--- src/sv/lkd_pkg.sv ---
package lkd_pkg;

	// display geometry
	localparam int DIGIT_COUNT = 8;
	localparam int MAX_PAIRS   = 8;
	localparam int PAIR_IDX_W  = $clog2(MAX_PAIRS);
	localparam int NPAIR_W     = $clog2(MAX_PAIRS + 1);

	// binary to BCD conversion, two bits per cycle
	localparam int MAG_W      = 28;
	localparam int BCD_DIGITS = 9;
	localparam int BCD_W      = 4 * BCD_DIGITS;
	localparam int CONV_STEPS = MAG_W / 2;
	localparam int CNT_W      = $clog2(CONV_STEPS + 1);
	localparam int TEXT_MAX   = BCD_DIGITS + 1;
	localparam int TEXT_IDX_W = $clog2(TEXT_MAX);

	// byte sequencing
	localparam int INIT_LEN    = 19;
	localparam int KIDX_W      = $clog2(INIT_LEN);
	localparam int QUEUE_DEPTH = 2;

	// chip command bytes
	localparam logic [7:0] CMD_WRITE_AUTO  = 8'h40;
	localparam logic [7:0] CMD_WRITE_FIXED = 8'h44;
	localparam logic [7:0] CMD_ADDR        = 8'hC0;
	localparam logic [7:0] CMD_DISP_ON     = 8'h88;
	localparam logic [7:0] SEG_MINUS       = 8'h40;
	localparam logic [7:0] SEG_DOT         = 8'h80;
	localparam logic [3:0] BRIGHT_MAX      = 4'd7;

	typedef enum logic [2:0] {
		OP_INIT   = 3'd0,
		OP_BRIGHT = 3'd1,
		OP_LEDS   = 3'd2,
		OP_DIGIT  = 3'd3,
		OP_NUMBER = 3'd4
	} op_t;

	typedef enum logic [1:0] {
		K_INIT   = 2'd0,
		K_BRIGHT = 2'd1,
		K_PAIRS  = 2'd2
	} kind_t;

	// one classified command: header, then address/data pairs
	typedef struct packed {
		kind_t                         kind;
		logic [7:0]                    first;
		logic [NPAIR_W-1:0]            npairs;
		logic [MAX_PAIRS-1:0][7:0]     addr;
		logic [MAX_PAIRS-1:0][7:0]     data;
	} cmd_t;

	typedef struct packed {
		logic valid;
		cmd_t cmd;
	} q_port_t;

	function automatic logic [7:0] seg_of(input logic [4:0] code);
		logic [7:0] s;
		unique case (code)
			5'd0:    s = 8'h3F;
			5'd1:    s = 8'h06;
			5'd2:    s = 8'h5B;
			5'd3:    s = 8'h4F;
			5'd4:    s = 8'h66;
			5'd5:    s = 8'h6D;
			5'd6:    s = 8'h7D;
			5'd7:    s = 8'h07;
			5'd8:    s = 8'h7F;
			5'd9:    s = 8'h6F;
			5'd10:   s = 8'h77;
			5'd11:   s = 8'h7C;
			5'd12:   s = 8'h39;
			5'd13:   s = 8'h5E;
			5'd14:   s = 8'h79;
			5'd15:   s = 8'h71;
			5'd17:   s = SEG_MINUS;
			default: s = 8'h00;
		endcase
		return s;
	endfunction

endpackage

--- src/sv/lkd_front.sv ---
module lkd_front import lkd_pkg::*; (
	input  logic               clk,
	input  logic               arst_n,
	input  logic               in_valid,
	output logic               in_stall,
	input  logic [2:0]         op,
	input  logic signed [27:0] number,
	input  logic [7:0]         led_mask,
	input  logic [3:0]         position,
	input  logic [4:0]         glyph,
	input  logic               dot,
	input  logic [3:0]         brightness,
	input  logic               q_full,
	output q_port_t            q_wr
);

	logic                  valid_s1;
	logic                  is_int_s1;
	logic                  drop_s1;
	logic                  neg_s1;
	logic [CNT_W-1:0]      cnt_s1;
	logic [MAG_W-1:0]      mag_s1;
	logic [BCD_W-1:0]      bcd_s1;
	cmd_t                  cmd_s1;

	cmd_t                  cmd_in;
	logic                  drop_in;
	logic                  is_int_in;
	logic [MAG_W-1:0]      raw_in;
	logic [MAG_W-1:0]      mag_in;
	logic                  accept;
	logic                  done;
	logic                  leave;

	logic [TEXT_IDX_W-1:0] nd;
	logic [TEXT_IDX_W-1:0] len;
	logic [TEXT_IDX_W-1:0] drop;
	logic [8*TEXT_MAX-1:0] text_v;
	logic [8*TEXT_MAX-1:0] text_sh;
	cmd_t                  cmd_int;

	// shift-add-3 step of binary to BCD
	function automatic logic [BCD_W-1:0] dabble(input logic [BCD_W-1:0] b,
			input logic bit_in);
		logic [BCD_W-1:0] t;
		t = b;
		for (int j = 0; j < BCD_DIGITS; j++) begin
			if (t[4*j +: 4] >= 4'd5) t[4*j +: 4] = t[4*j +: 4] + 4'd3;
		end
		return {t[BCD_W-2:0], bit_in};
	endfunction

	assign raw_in = MAG_W'(number);
	assign mag_in = raw_in[MAG_W-1] ? (~raw_in + MAG_W'(1)) : raw_in;

	always_comb begin
		cmd_in    = '0;
		drop_in   = 1'b0;
		is_int_in = 1'b0;
		unique case (op_t'(op))
			OP_INIT: cmd_in.kind = K_INIT;
			OP_BRIGHT: begin
				cmd_in.kind  = K_BRIGHT;
				cmd_in.first = CMD_DISP_ON | {4'b0, brightness};
				drop_in      = (brightness > BRIGHT_MAX);
			end
			OP_LEDS: begin
				cmd_in.kind   = K_PAIRS;
				cmd_in.npairs = NPAIR_W'(MAX_PAIRS);
				for (int i = 0; i < MAX_PAIRS; i++) begin
					cmd_in.addr[i] = CMD_ADDR | 8'(2 * i + 1);
					cmd_in.data[i] = {7'b0, led_mask[i]};
				end
			end
			OP_DIGIT: begin
				cmd_in.kind    = K_PAIRS;
				cmd_in.npairs  = NPAIR_W'(1);
				cmd_in.addr[0] = CMD_ADDR | {3'b0, position - 4'd1, 1'b0};
				cmd_in.data[0] = seg_of(glyph) | (dot ? SEG_DOT : 8'h00);
				drop_in = (position == 4'd0) || (position > 4'(DIGIT_COUNT));
			end
			OP_NUMBER: begin
				cmd_in.kind   = K_PAIRS;
				cmd_in.npairs = NPAIR_W'(DIGIT_COUNT);
				is_int_in     = 1'b1;
				for (int i = 0; i < DIGIT_COUNT; i++) begin
					cmd_in.addr[i] = CMD_ADDR | 8'((DIGIT_COUNT - 1 - i) * 2);
				end
			end
			default: drop_in = 1'b1;
		endcase
	end

	assign done     = (cnt_s1 == '0);
	assign leave    = valid_s1 && done && (drop_s1 || !q_full);
	assign in_stall = valid_s1 && !leave;
	assign accept   = in_valid && !in_stall;

	// decimal text: digits right-aligned, minus above the top digit,
	// low digits dropped when the text is wider than the display
	always_comb begin
		nd = TEXT_IDX_W'(1);
		for (int j = 1; j < BCD_DIGITS; j++) begin
			if (bcd_s1[4*j +: 4] != 4'd0) nd = TEXT_IDX_W'(j + 1);
		end
		len  = nd + TEXT_IDX_W'(neg_s1);
		drop = (len > TEXT_IDX_W'(DIGIT_COUNT)) ? len - TEXT_IDX_W'(DIGIT_COUNT) : '0;
		text_v = '0;
		for (int j = 0; j < BCD_DIGITS; j++) begin
			if (TEXT_IDX_W'(j) < nd) text_v[8*j +: 8] = seg_of({1'b0, bcd_s1[4*j +: 4]});
		end
		if (neg_s1) text_v[{nd, 3'b000} +: 8] = SEG_MINUS;
		text_sh = text_v >> {drop, 3'b000};
		cmd_int = cmd_s1;
		for (int i = 0; i < DIGIT_COUNT; i++) begin
			cmd_int.data[i] = text_sh[8*i +: 8];
		end
	end

	assign q_wr.valid = valid_s1 && done && !drop_s1 && !q_full;
	assign q_wr.cmd   = is_int_s1 ? cmd_int : cmd_s1;

	always_ff @(posedge clk or negedge arst_n) begin
		if (!arst_n) begin
			valid_s1 <= 1'b0;
			cnt_s1   <= '0;
		end else begin
			if (accept) begin
				valid_s1 <= 1'b1;
				cnt_s1   <= is_int_in ? CNT_W'(CONV_STEPS) : '0;
			end else begin
				if (leave) valid_s1 <= 1'b0;
				if (!done) cnt_s1 <= cnt_s1 - CNT_W'(1);
			end
		end
	end

	always_ff @(posedge clk) begin
		if (accept) begin
			cmd_s1    <= cmd_in;
			drop_s1   <= drop_in;
			is_int_s1 <= is_int_in;
			neg_s1    <= raw_in[MAG_W-1];
			mag_s1    <= mag_in;
			bcd_s1    <= '0;
		end else if (!done) begin
			bcd_s1 <= dabble(dabble(bcd_s1, mag_s1[MAG_W-1]), mag_s1[MAG_W-2]);
			mag_s1 <= {mag_s1[MAG_W-3:0], 2'b00};
		end
	end

endmodule

--- src/sv/lkd_queue.sv ---
module lkd_queue import lkd_pkg::*; (
	input  logic    clk,
	input  logic    arst_n,
	input  q_port_t wr,
	output logic    full,
	input  logic    pop,
	output q_port_t rd
);

	localparam int PTR_W = $clog2(QUEUE_DEPTH);
	localparam int CNT_W = $clog2(QUEUE_DEPTH + 1);

	cmd_t             slot_q [QUEUE_DEPTH];
	logic [PTR_W-1:0] wr_ptr_q;
	logic [PTR_W-1:0] rd_ptr_q;
	logic [CNT_W-1:0] count_q;

	assign full     = (count_q == CNT_W'(QUEUE_DEPTH));
	assign rd.valid = (count_q != '0);
	assign rd.cmd   = slot_q[rd_ptr_q];

	always_ff @(posedge clk or negedge arst_n) begin
		if (!arst_n) begin
			wr_ptr_q <= '0;
			rd_ptr_q <= '0;
			count_q  <= '0;
		end else begin
			if (wr.valid) wr_ptr_q <= wr_ptr_q + PTR_W'(1);
			if (pop) rd_ptr_q <= rd_ptr_q + PTR_W'(1);
			if (wr.valid && !pop) count_q <= count_q + CNT_W'(1);
			else if (pop && !wr.valid) count_q <= count_q - CNT_W'(1);
		end
	end

	always_ff @(posedge clk) begin
		if (wr.valid) slot_q[wr_ptr_q] <= wr.cmd;
	end

endmodule

--- src/sv/lkd_back.sv ---
module lkd_back import lkd_pkg::*; (
	input  logic       clk,
	input  logic       arst_n,
	input  q_port_t    rd,
	output logic       pop,
	output logic       out_valid,
	input  logic       out_stall,
	output logic [7:0] bus_byte,
	output logic       frame_start,
	output logic       frame_end,
	output logic       last
);

	logic              active_q;
	cmd_t              cur_q;
	logic [KIDX_W-1:0] k_q;
	logic              out_valid_q;
	logic [7:0]        bus_byte_q;
	logic              frame_start_q;
	logic              frame_end_q;
	logic              last_q;

	logic [KIDX_W-1:0]     km1;
	logic [PAIR_IDX_W-1:0] p;
	logic [7:0]            g_byte;
	logic                  g_start;
	logic                  g_end;
	logic                  g_last;
	logic                  adv;
	logic                  emit;

	assign km1 = k_q - KIDX_W'(1);
	assign p   = km1[PAIR_IDX_W:1];

	always_comb begin
		g_byte  = 8'h00;
		g_start = 1'b0;
		g_end   = 1'b0;
		g_last  = 1'b0;
		unique case (cur_q.kind)
			K_INIT: begin
				if (k_q == KIDX_W'(0)) begin
					g_byte  = CMD_WRITE_AUTO;
					g_start = 1'b1;
					g_end   = 1'b1;
				end else if (k_q == KIDX_W'(1)) begin
					g_byte  = CMD_ADDR;
					g_start = 1'b1;
				end else if (k_q == KIDX_W'(INIT_LEN - 1)) begin
					g_byte  = CMD_DISP_ON;
					g_start = 1'b1;
					g_end   = 1'b1;
					g_last  = 1'b1;
				end else begin
					g_end = (k_q == KIDX_W'(INIT_LEN - 2));
				end
			end
			K_BRIGHT: begin
				g_byte  = cur_q.first;
				g_start = 1'b1;
				g_end   = 1'b1;
				g_last  = 1'b1;
			end
			K_PAIRS: begin
				if (k_q == KIDX_W'(0)) begin
					g_byte  = CMD_WRITE_FIXED;
					g_start = 1'b1;
					g_end   = 1'b1;
				end else if (k_q[0]) begin
					g_byte  = cur_q.addr[p];
					g_start = 1'b1;
				end else begin
					g_byte = cur_q.data[p];
					g_end  = 1'b1;
					g_last = (k_q == KIDX_W'({cur_q.npairs, 1'b0}));
				end
			end
			default: ;
		endcase
	end

	assign adv  = !out_valid_q || !out_stall;
	assign emit = active_q && adv;
	assign pop  = rd.valid && (!active_q || (emit && g_last));

	always_ff @(posedge clk or negedge arst_n) begin
		if (!arst_n) begin
			active_q    <= 1'b0;
			k_q         <= '0;
			out_valid_q <= 1'b0;
		end else begin
			if (emit) begin
				out_valid_q <= 1'b1;
			end else if (adv) begin
				out_valid_q <= 1'b0;
			end
			if (pop) begin
				active_q <= 1'b1;
				k_q      <= '0;
			end else if (emit) begin
				k_q <= k_q + KIDX_W'(1);
				if (g_last) active_q <= 1'b0;
			end
		end
	end

	always_ff @(posedge clk) begin
		if (pop) cur_q <= rd.cmd;
		if (emit) begin
			bus_byte_q    <= g_byte;
			frame_start_q <= g_start;
			frame_end_q   <= g_end;
			last_q        <= g_last;
		end
	end

	assign out_valid   = out_valid_q;
	assign bus_byte    = bus_byte_q;
	assign frame_start = frame_start_q;
	assign frame_end   = frame_end_q;
	assign last        = last_q;

endmodule

--- src/sv/led_key_display_command_encoder_top.sv ---
// Integers (op 4) run through two-bit-per-cycle binary to BCD conversion in the front stage.
// Throughput: one bus byte per cycle while out_stall is low; a command's byte count is
// 19 init, 17 led mask or integer, 3 digit, 1 brightness; an integer holds the input while it converts.
// Reset: arst_n low clears all control state asynchronously; queue and output empty.
module led_key_display_command_encoder_top import lkd_pkg::*; (
	input  logic               clk,
	input  logic               arst_n,
	input  logic               in_valid,
	output logic               in_stall,
	input  logic [2:0]         op,
	input  logic signed [27:0] number,
	input  logic [7:0]         led_mask,
	input  logic [3:0]         position,
	input  logic [4:0]         glyph,
	input  logic               dot,
	input  logic [3:0]         brightness,
	output logic               out_valid,
	input  logic               out_stall,
	output logic [7:0]         bus_byte,
	output logic               frame_start,
	output logic               frame_end,
	output logic               last
);

	// front -> queue -> back
	q_port_t q_wr;
	q_port_t q_rd;
	logic    q_full;
	logic    q_pop;

	// tracks whether the strobe is currently low (a frame is open)
	logic    frame_open_q;

	// Front: takes an item, drops commands that emit nothing (bad op,
	// brightness above 7, position off the display), builds the header and
	// address/data pairs. Integers run through the BCD converter first.
	lkd_front u_front (
		.clk        (clk),
		.arst_n     (arst_n),
		.in_valid   (in_valid),
		.in_stall   (in_stall),
		.op         (op),
		.number     (number),
		.led_mask   (led_mask),
		.position   (position),
		.glyph      (glyph),
		.dot        (dot),
		.brightness (brightness),
		.q_full     (q_full),
		.q_wr       (q_wr)
	);

	// Two-entry command queue: lets the front convert the next integer
	// while the back is still shifting out the previous command.
	lkd_queue u_queue (
		.clk    (clk),
		.arst_n (arst_n),
		.wr     (q_wr),
		.full   (q_full),
		.pop    (q_pop),
		.rd     (q_rd)
	);

	// Back: byte sequencer with registered output; loads the next command
	// on the cycle the last byte of the current one is registered into the output.
	lkd_back u_back (
		.clk         (clk),
		.arst_n      (arst_n),
		.rd          (q_rd),
		.pop         (q_pop),
		.out_valid   (out_valid),
		.out_stall   (out_stall),
		.bus_byte    (bus_byte),
		.frame_start (frame_start),
		.frame_end   (frame_end),
		.last        (last)
	);

	always_ff @(posedge clk or negedge arst_n) begin
		if (!arst_n) begin
			frame_open_q <= 1'b0;
		end else if (out_valid && !out_stall) begin
			frame_open_q <= !frame_end;
		end
	end

	// strobe framing: a frame opens exactly when none is open
	a_frame_nesting: assert property (@(posedge clk) disable iff (!arst_n)
		out_valid |-> (frame_start == !frame_open_q))
		else $error("frame_start does not match strobe state");

	// a command always ends with the strobe raised
	a_last_closes: assert property (@(posedge clk) disable iff (!arst_n)
		(out_valid && last) |-> frame_end)
		else $error("last byte leaves a frame open");

	// after a command's last byte is taken, the strobe is high
	a_idle_closed: assert property (@(posedge clk) disable iff (!arst_n)
		(out_valid && !out_stall && last) |=> !frame_open_q)
		else $error("frame open after command end");

endmodule
--- config.mk ---
export PLATFORM = sky130hd
export DESIGN_NAME = led_key_display_command_encoder_top
export DESIGN_NICKNAME = d
export VERILOG_FILES = /design/src/sv/lkd_pkg.sv /design/src/sv/lkd_front.sv /design/src/sv/lkd_queue.sv /design/src/sv/lkd_back.sv /design/src/sv/led_key_display_command_encoder_top.sv
export SDC_FILE = /design/constraint.sdc
export NUM_CORES = 1
export LEC_CHECK = 0
export CORE_UTILIZATION = 45
export CTS_CLUSTER_SIZE = 16
export DETAILED_ROUTE_END_ITERATION = 6
export DONT_BUFFER_PORTS = 1
export HOLD_SLACK_MARGIN = 0.05
export SLEW_MARGIN = 0
export SYNTH_ARGS = -nofsm -noshare
export SYNTH_HDL_FRONTEND = slang
export SYNTH_SLANG_ARGS = --single-unit
--- constraint.sdc ---
create_clock -name clk -period 6.5 [get_ports clk]
set_input_delay 0.975 -clock clk [delete_from_list [all_inputs] [get_ports clk]]
set_output_delay 0.975 -clock clk [all_outputs]
set_load 0.05 [all_outputs]
Word level (Yosys, flattened, before mapping). Memory sizes are Yosys's and may differ from the RTL's. A register that Yosys moved wholly into a read port is not among the register bits. Cells that the tools add are included.

Register bits after elaboration: 236. Logic and storage cells: 311. ROM bits: 1232. Bits of input ports: 57. Memories: 11. Bits in writable memories: 284.

Memory list: u_queue.slot_q (words 2, width 142, read ports 1, clocked after memory_dff 1, write ports 1, RTL line lkd_queue.sv:13) `cmd_t slot_q [QUEUE_DEPTH];`; (name not given) (words 32, width 7, read ports 1, clocked after memory_dff 0, write ports 0, RTL line lkd_pkg.sv:62) `unique case (code)`; (name not given) (words 16, width 7, read ports 1, clocked after memory_dff 1, write ports 0, RTL line lkd_pkg.sv:62); (name not given) (words 16, width 7, read ports 1, clocked after memory_dff 1, write ports 0, RTL line lkd_pkg.sv:62); (name not given) (words 16, width 7, read ports 1, clocked after memory_dff 1, write ports 0, RTL line lkd_pkg.sv:62); (name not given) (words 16, width 7, read ports 1, clocked after memory_dff 1, write ports 0, RTL line lkd_pkg.sv:62); +5 memories.

Equal/unequal tests: 12. Reductions and logical operators: 47. Multiplexer cells: 131. Shift-type cells: 3. Order comparisons: 31. Bitwise gates (word level): 2. $add $sub $neg: 30.

Operator list (number): $mux W4 (56); $mux W8 (19); $pmux W56 S2 (1); $mux W28 (3); $bwmux W80 (1); $mux W80 (1); $shift A8 B9 Y80 const A (1); $shiftx A8 B9 Y80 const A (1); $shr A80 B7 Y64 (1); $ge A4 B3 Y1 const B (18); $add A4 B2 Y4 const B (16); $mux W64 (1); $bmux W8 S3 (2); $pmux W8 S3 (2); $reduce_bool A4 Y1 (8); $add A28 B1 Y28 const B (1); $not A28 Y28 (1); $mux W1 (24); $mux W3 (8); $lt A3 B4 Y1 const A (4); $pmux W8 S2 (1); $pmux W1 S3 (4); $reduce_bool A2 Y1 (6); $sub A4 B1 Y4 const B (3); 38 further kinds (73).

Depth between registers and ports, before layout. Gate-level depths: netlist of run 1.

Depth in word-level cells: 15. Gate-level depth with buffers: 17. Gate-level depth less buffers: 17.

By module. A second synthesis of run 1 with hierarchy kept.

Cell total of the unflattened synthesis: 2486. Area total of the unflattened synthesis: 31287.5 um2.

Modules (own cells, without submodules): lkd_front (sequential area each 3938.8 um2, instances 1, area an instance 13939.6 um2, cells each 1598); lkd_queue (sequential area each 8628.3 um2, instances 1, area an instance 10715.3 um2, cells each 458); lkd_back (sequential area each 4769.6 um2, instances 1, area an instance 6632.6 um2, cells each 430).

Worst setup path after synthesis of run 1. Ideal clock, no wire load.

Path type: reg-to-reg. Start point: register u_front.cnt_s1[0]. End point: memory u_queue.slot_q[0][0] (netlist bit), enable pin. Arrival: 5.423 ns. Library setup time: 0.513 ns. Setup slack: 0.564 ns. Cell stages (with the launch flop): 9. Required time: 5.987 ns. Path through: dfrtp_1 -> inv_1 -> ha_1 -> or3b_1 -> buf_2 -> clkbuf_1 -> buf_2 -> nor4b_1 -> nor2b_1.

RTL lines: from (decl) (RTL line lkd_front.sv:21) `logic [CNT_W-1:0] cnt_s1;`; from (signal assigned) (RTL line lkd_front.sv:130) `cnt_s1 <= is_int_in ? CNT_W'(CONV_STEPS) : '0;`; from (signal assigned) (RTL line lkd_front.sv:133) `if (!done) cnt_s1 <= cnt_s1 - CNT_W'(1);`; to (decl) (RTL line lkd_queue.sv:13).

==> results of run 1 <==
## layout by cell type, fill, tap and decap left out, types with 16 or more instances in the layout
cell / n
a211o_1: 16
a211oi_1: 28
a21o_1: 24
a21oi_1: 80
a221oi_1: 33
a22oi_1: 28
a31oi_1: 19
and2_1: 20
buf_4: 19
clkbuf_16: 43
dfxtp_1: 99
edfxtp_1: 291
ha_1: 121
inv_1: 117
mux2_2: 97
mux2i_1: 50
nand2_1: 124
nand2b_1: 24
nand3_1: 23
nor2_1: 117
nor2b_1: 20
nor3_1: 28
nor3b_1: 31
o21ai_0: 113
o31ai_1: 19
or3_1: 21
xnor2_1: 35
xor2_1: 33
## routing by layer
| metal | global-route usage [%] | vias up | wire, microns |
|---|---|---|---|
| li1 | - | 7289 | - |
| met2 | 33.7 | 430 | 24400 |
| met5 | 0 | - | 0 |
| met1 | 29.3 | 7363 | 24300 |
| met3 | 3.12 | 111 | 2840 |
| met4 | 7.18 | 0 | 1670 |
## critical path, cell delays in order, from the launching register on
cell and delay [ns]:
dfxtp_1 0.39, inv_1 0.06, ha_1 0.28, or3b_1 0.44, nor3_1 0.13, a22oi_2 0.44, inv_1 0.10, ha_1 0.35
or4b_2 0.65, nor4_1 0.57, or4b_4 0.27, or2_1 0.40, a32o_1 0.29, nor2_1 0.06, o31ai_1 0.33
## cells by family (layout without fill, tap and decap cells)
logic type / count (synthesis) / in the layout / synth area share (%)
muxes: 162 / 162 / 8.71
buffers and inverters: 237 / 222 / 4.27
DFF: 406 / 406 / 50.2
and+or+nand+nor: 484 / 484 / 11.5
xor gates and xnor gates: 68 / 68 / 2.69
AOI/OAI and AO/OA: 504 / 504 / 15.8
adders and majority gates: 121 / 121 / 6.83
## through the flow
stage | cells | hold slack [ns] | cell area [sq um] | util, %
floorplan | 1982 | 0.421 | 22200 | -
global placement | 2543 | 0.424 | 22700 | 47.1
detailed placement | 2543 | 0.429 | 22700 | 47.1
CTS | 2623 | 0.0680 | 24200 | 50.2
global route | 2623 | 0.0708 | 24200 | 50.2
finish | 2623 | 0.0962 | 24200 | 50.2
## area by class of cell
type	instances	share of cell area [%]
clock buffer	49	4.67
clock inverter	31	1.58
inverter	123	1.91
multi-input combinational	1339	41.9
sequential	406	46.0
tap	656	3.39
timing repair buffer	19	0.590
## worst min path at each step
| stage | cells past startpoint | startpoint | end |
|---|---|---|---|
| 3_3_place_gp | 0 | u_front.cmd_int[64] | u_queue.slot_q[0][64] |
| 4_1_cts | 0 | arst_n | u_front.cnt_s1[1] |
| 2_1_floorplan | 0 | u_front.cmd_int[123] | u_queue.slot_q[0][123] |
| 6_report | 0 | arst_n | u_front.cnt_s1[1] |
| 5_1_grt | 0 | arst_n | u_front.cnt_s1[1] |
| 3_5_place_dp | 0 | u_front.cmd_int[66] | u_queue.slot_q[1][66] |
==> results.ini, run 1 <==
[synth]
synth_most_common_cell = edfxtp_1
ys.warnings.count = 0
synth_area_leaders = edfxtp_1, dfxtp_1, ha_1
synth_top_area_cell = edfxtp_1
synthesis.area_sq_mm = 0.0222
synth_nets = 2160
ys_top_cells_by_count = edfxtp_1, nand2_1, ha_1
synth_cell_type_count = 94
synth_area_per_cell_sq_um = 11.2
synthArstFlopShare_pct = 3.94
synth_top_area_share_pct = 39.4
postSynthCellCount = 1982
seq_area_frac_synth_pct = 50.2
synth_edf_count = 291
synth-seq-cells = 406
synth_flop_cell = edfxtp_1

[finish]
drive_gt1_share_pct = 12.8
fill_cells = 4232
regArea_sq_mm = 0.0111
multi_input_area_sq_mm = 0.0101
area_growth_pct = 9.11
fin_nets = 2110
antenna_cells = 0

[clock_network]
ctsResizeCount = 0
clock-sinks = 406
cts_buffers = 43
htree_levels = 2
cts_root_buffer = clkbuf_16
clockBufferDepth = 3
postCtsSetupBuffers = 0
insertion_delay_ns = 0.58
hold_buffers = 0
clk_pin_slew_ns = 0.06
tritoncts = done

[floorplan]
io_pins = 70
core_area_sq_mm = 0.0481
fp.dieArea_sq_mm = 0.0501
die_x_microns = 224
die_y_microns = 224
initial_core_util_pct = 46.0
rows = 80

[timing]
min_period_ns = 4.96
finalMaxSlewViolations = 0
setup_slack_ns = 1.54
post-route-period-util_pct = 76.3
fmaxAchievable_mhz = 202
worst_pin_slew_ns = 1.27
rsz0062_at_grt = no
report.final.setup_viol = 0
max-slew-margin-rel_pct = 15.2
finalSetupTns_ns = 0
finClkSkew_ns = 0.0237
finalHoldViolCount = 0

[worst_setup_path]
cp_max_fo = 9
critPathLaunch = u_front.bcd_s1[32]
rr_startpoint = u_front.bcd_s1[32]
worstPathRequired_ns = 6.88
cp_data_arrival_time_ns = 5.34
timing.rr.end = u_queue.slot_q[0][27]
timing.critical_path.to = u_queue.slot_q[0][27]
criticalPathCategory = flop to flop
timing.reg2reg.setup_slack_ns = 1.54
crit_path_end_kind = flop
start_kind = flop
r2r_cells = 14

[grt]
grt_pass1_vias = 14613
grt_max_degree = 77
track_usage_pct = 21.1
grt-ovfl-total = 0
grt_pass1_wl_microns = 82700
antenna_found_initial = 0

[placement]
pre_cts_slack_ns = 1.71
place_congestion = 0.925
dp_hpwl_microns = 37800
numPortBuffers = 0

[drt]
drtIter0Drc = 1322
wire_per_inst_microns = 20.3
via_per_inst = 5.79
drcViolationCount = 0
firstDrtPassIters = 6
drt-total-wl_microns = 53300
vias = 15193
ant_nets = 0

[outcome]
status = finished, final reports clean

[worst_hold_path]
hp-class = input pin to async pin

[flow_run]
drv_cap = 0

Power of run 1 is not shown: default switching activity piles up to over one toggle a cycle in this logic, so the estimate is an artifact.
==> run 2: changes to the inputs <==
==> constraint.sdc (replaced) <==
create_clock -name clk -period 4.4 [get_ports clk]
set_input_delay 0.66 -clock clk [delete_from_list [all_inputs] [get_ports clk]]
set_output_delay 0.66 -clock clk [all_outputs]
set_load 0.05 [all_outputs]
==> run 2 against run 1 <==
  * Final area up 1.8%
  * Fmax up 16%
  * Utilization up 0.89 points
  * Final cell count up 1.4%
  * Count of clock-buffer cells in the layout up 12
  * Worst setup slack worse by 1.4 ns
  * Non-clock buffer count up 34
  * Die area unchanged
  * Register-to-register slack worse by 1.4 ns
  * First-iteration DRC count down 4.9%
  * Flip-flop and latch count unchanged
  * Clock skew down 0.0090 ns
  * Critical path type unchanged
  * Largest cell class unchanged
  * Highest routed layer unchanged
==> results.ini, run 2 (synthesized netlist as in run 1, its figures left out) <==
[outcome]
status = finished, final reports clean

[clock_network]
cts_root_buffer = clkbuf_16
clock-sinks = 406
clk_pin_slew_ns = 0.06
clockBufferDepth = 3
insertion_delay_ns = 0.57
cts_buffers = 44
tritoncts = done
htree_levels = 2

[finish]
fin_nets = 2145
drive_gt1_share_pct = 14.8
final_util_pct = 51.1
post-route-cell-area_sq_mm = 0.0246
antenna_cells = 0
most-common-layout-cells = edfxtp_1, nand2_1, ha_1, inv_1, nor2_1
area_growth_pct = 11.0
final_common_cell = edfxtp_1

[drt]
firstDrtPassIters = 7
via_per_inst = 5.77
wl_met2_microns = 25400
drcViolationCount = 0
ant_nets = 0
drtIter0Drc = 1257
vias = 15343
top_layer_used = met4
drt-met1-wl_microns = 24900
wl_met3_microns = 2400
drt-total-wl_microns = 54100
wire_per_inst_microns = 20.3

[grt]
grt-ovfl-total = 0
grt_pass1_wl_microns = 83600
track_usage_pct = 21.4
grt_pass1_vias = 14764
grt_max_degree = 80
antenna_found_initial = 0

[worst_setup_path]
timing.rr.end = u_queue.slot_q[1][28]
r2r_cells = 13
rr_startpoint = u_front.bcd_s1[4]
criticalPathCategory = flop to flop
crit_path_end_kind = flop
cp_max_fo = 20
start_kind = flop
timing.reg2reg.setup_slack_ns = 0.12
cp_data_arrival_time_ns = 4.60
worstPathRequired_ns = 4.73

[timing]
report.final.setup_viol = 0
finalHoldViolCount = 0
worst_pin_slew_ns = 0.971
finClkSkew_ns = 0.0147
max-slew-margin-rel_pct = 34.7
post-route-period-util_pct = 97.2
min_period_ns = 4.28
finalMaxSlewViolations = 0
rsz0062_at_grt = no
fmaxAchievable_mhz = 234

[worst_hold_path]
hold_end = u_front.neg_s1
hp-class = input pin to flop
hold_start = number[27]
worstHoldPathCells = 0

[floorplan]
die_x_microns = 224
die_y_microns = 224
rows = 80
fp.dieArea_sq_mm = 0.0501
core_area_sq_mm = 0.0481
initial_core_util_pct = 46.0
io_pins = 70

[placement]
numPortBuffers = 0
dp_hpwl_microns = 38800
postPlaceCellArea_sq_mm = 0.0230
place_congestion = 0.978

[flow_run]
drv_cap = 0

run 2: timing repair:
action,4_1_cts,5_1_grt
buffers inserted,0,0
resized for setup,1,16
endpoints found under the setup margin,2,52
endpoints found under the hold margin,16,0
hold buffers,1,0
pin swaps,0,0
run 2: worst max path at each step:
stage	startpoint	end	slack, ns
2_1_floorplan	u_front.cnt_s1[0]	u_queue.slot_q[1][0]	0.03
3_3_place_gp	u_front.bcd_s1[16]	u_queue.slot_q[1][30]	0.07
3_5_place_dp	u_front.bcd_s1[16]	u_queue.slot_q[1][28]	-0.05
4_1_cts	u_front.bcd_s1[4]	u_queue.slot_q[1][32]	0.004
5_1_grt	u_front.bcd_s1[4]	u_queue.slot_q[0][1]	0.01
6_report	u_front.bcd_s1[4]	u_queue.slot_q[1][28]	0.12
run 2: area by class of cell:
type | count | area [sq um]
inverters | 123 | 462
clock inverters | 21 | 258
multi-input cells | 1339 | 10200
well taps | 656 | 821
flip-flops and latches | 406 | 11100
fillers | 4258 | 23500
repair buffers | 53 | 463
clock buffers | 61 | 1280
run 2: per-layer routing:
| layer | GRT usage (%) | vias up |
|---|---|---|
| met2 | 34.1 | 395 |
| li1 | - | 7373 |
| met1 | 30.0 | 7495 |
| met4 | 7.47 | 0 |
| met3 | 2.66 | 80 |
| met5 | 0 | - |
run 2: critical path, stage by stage (launching register included):
cell and delay, ns:
dfxtp_1 0.43, inv_1 0.07, ha_1 0.23, nor3b_1 0.15, buf_4 0.15, o41ai_1 0.52
a22oi_2 0.11, buf_4 0.22, ha_1 0.45, o21ai_1 0.15, buf_4 0.24, nor3_2 0.57
a221oi_1 0.29, o31ai_2 0.44
run 2: through the flow:
stage | hold slack, ns | std cells | setup TNS (ns) | setup slack [ns]
2_1_floorplan | 0.364 | 1982 | 0 | 0.0290
3_3_place_gp | 0.365 | 2576 | 0 | 0.0654
3_5_place_dp | 0.365 | 2576 | -0.0946 | -0.0473
4_1_cts | 0.152 | 2659 | 0 | 0.00409
5_1_grt | 0.162 | 2659 | 0 | 0.0102
6_report | 0.189 | 2659 | 0 | 0.125
Power of run 2 is left out for the same reason.
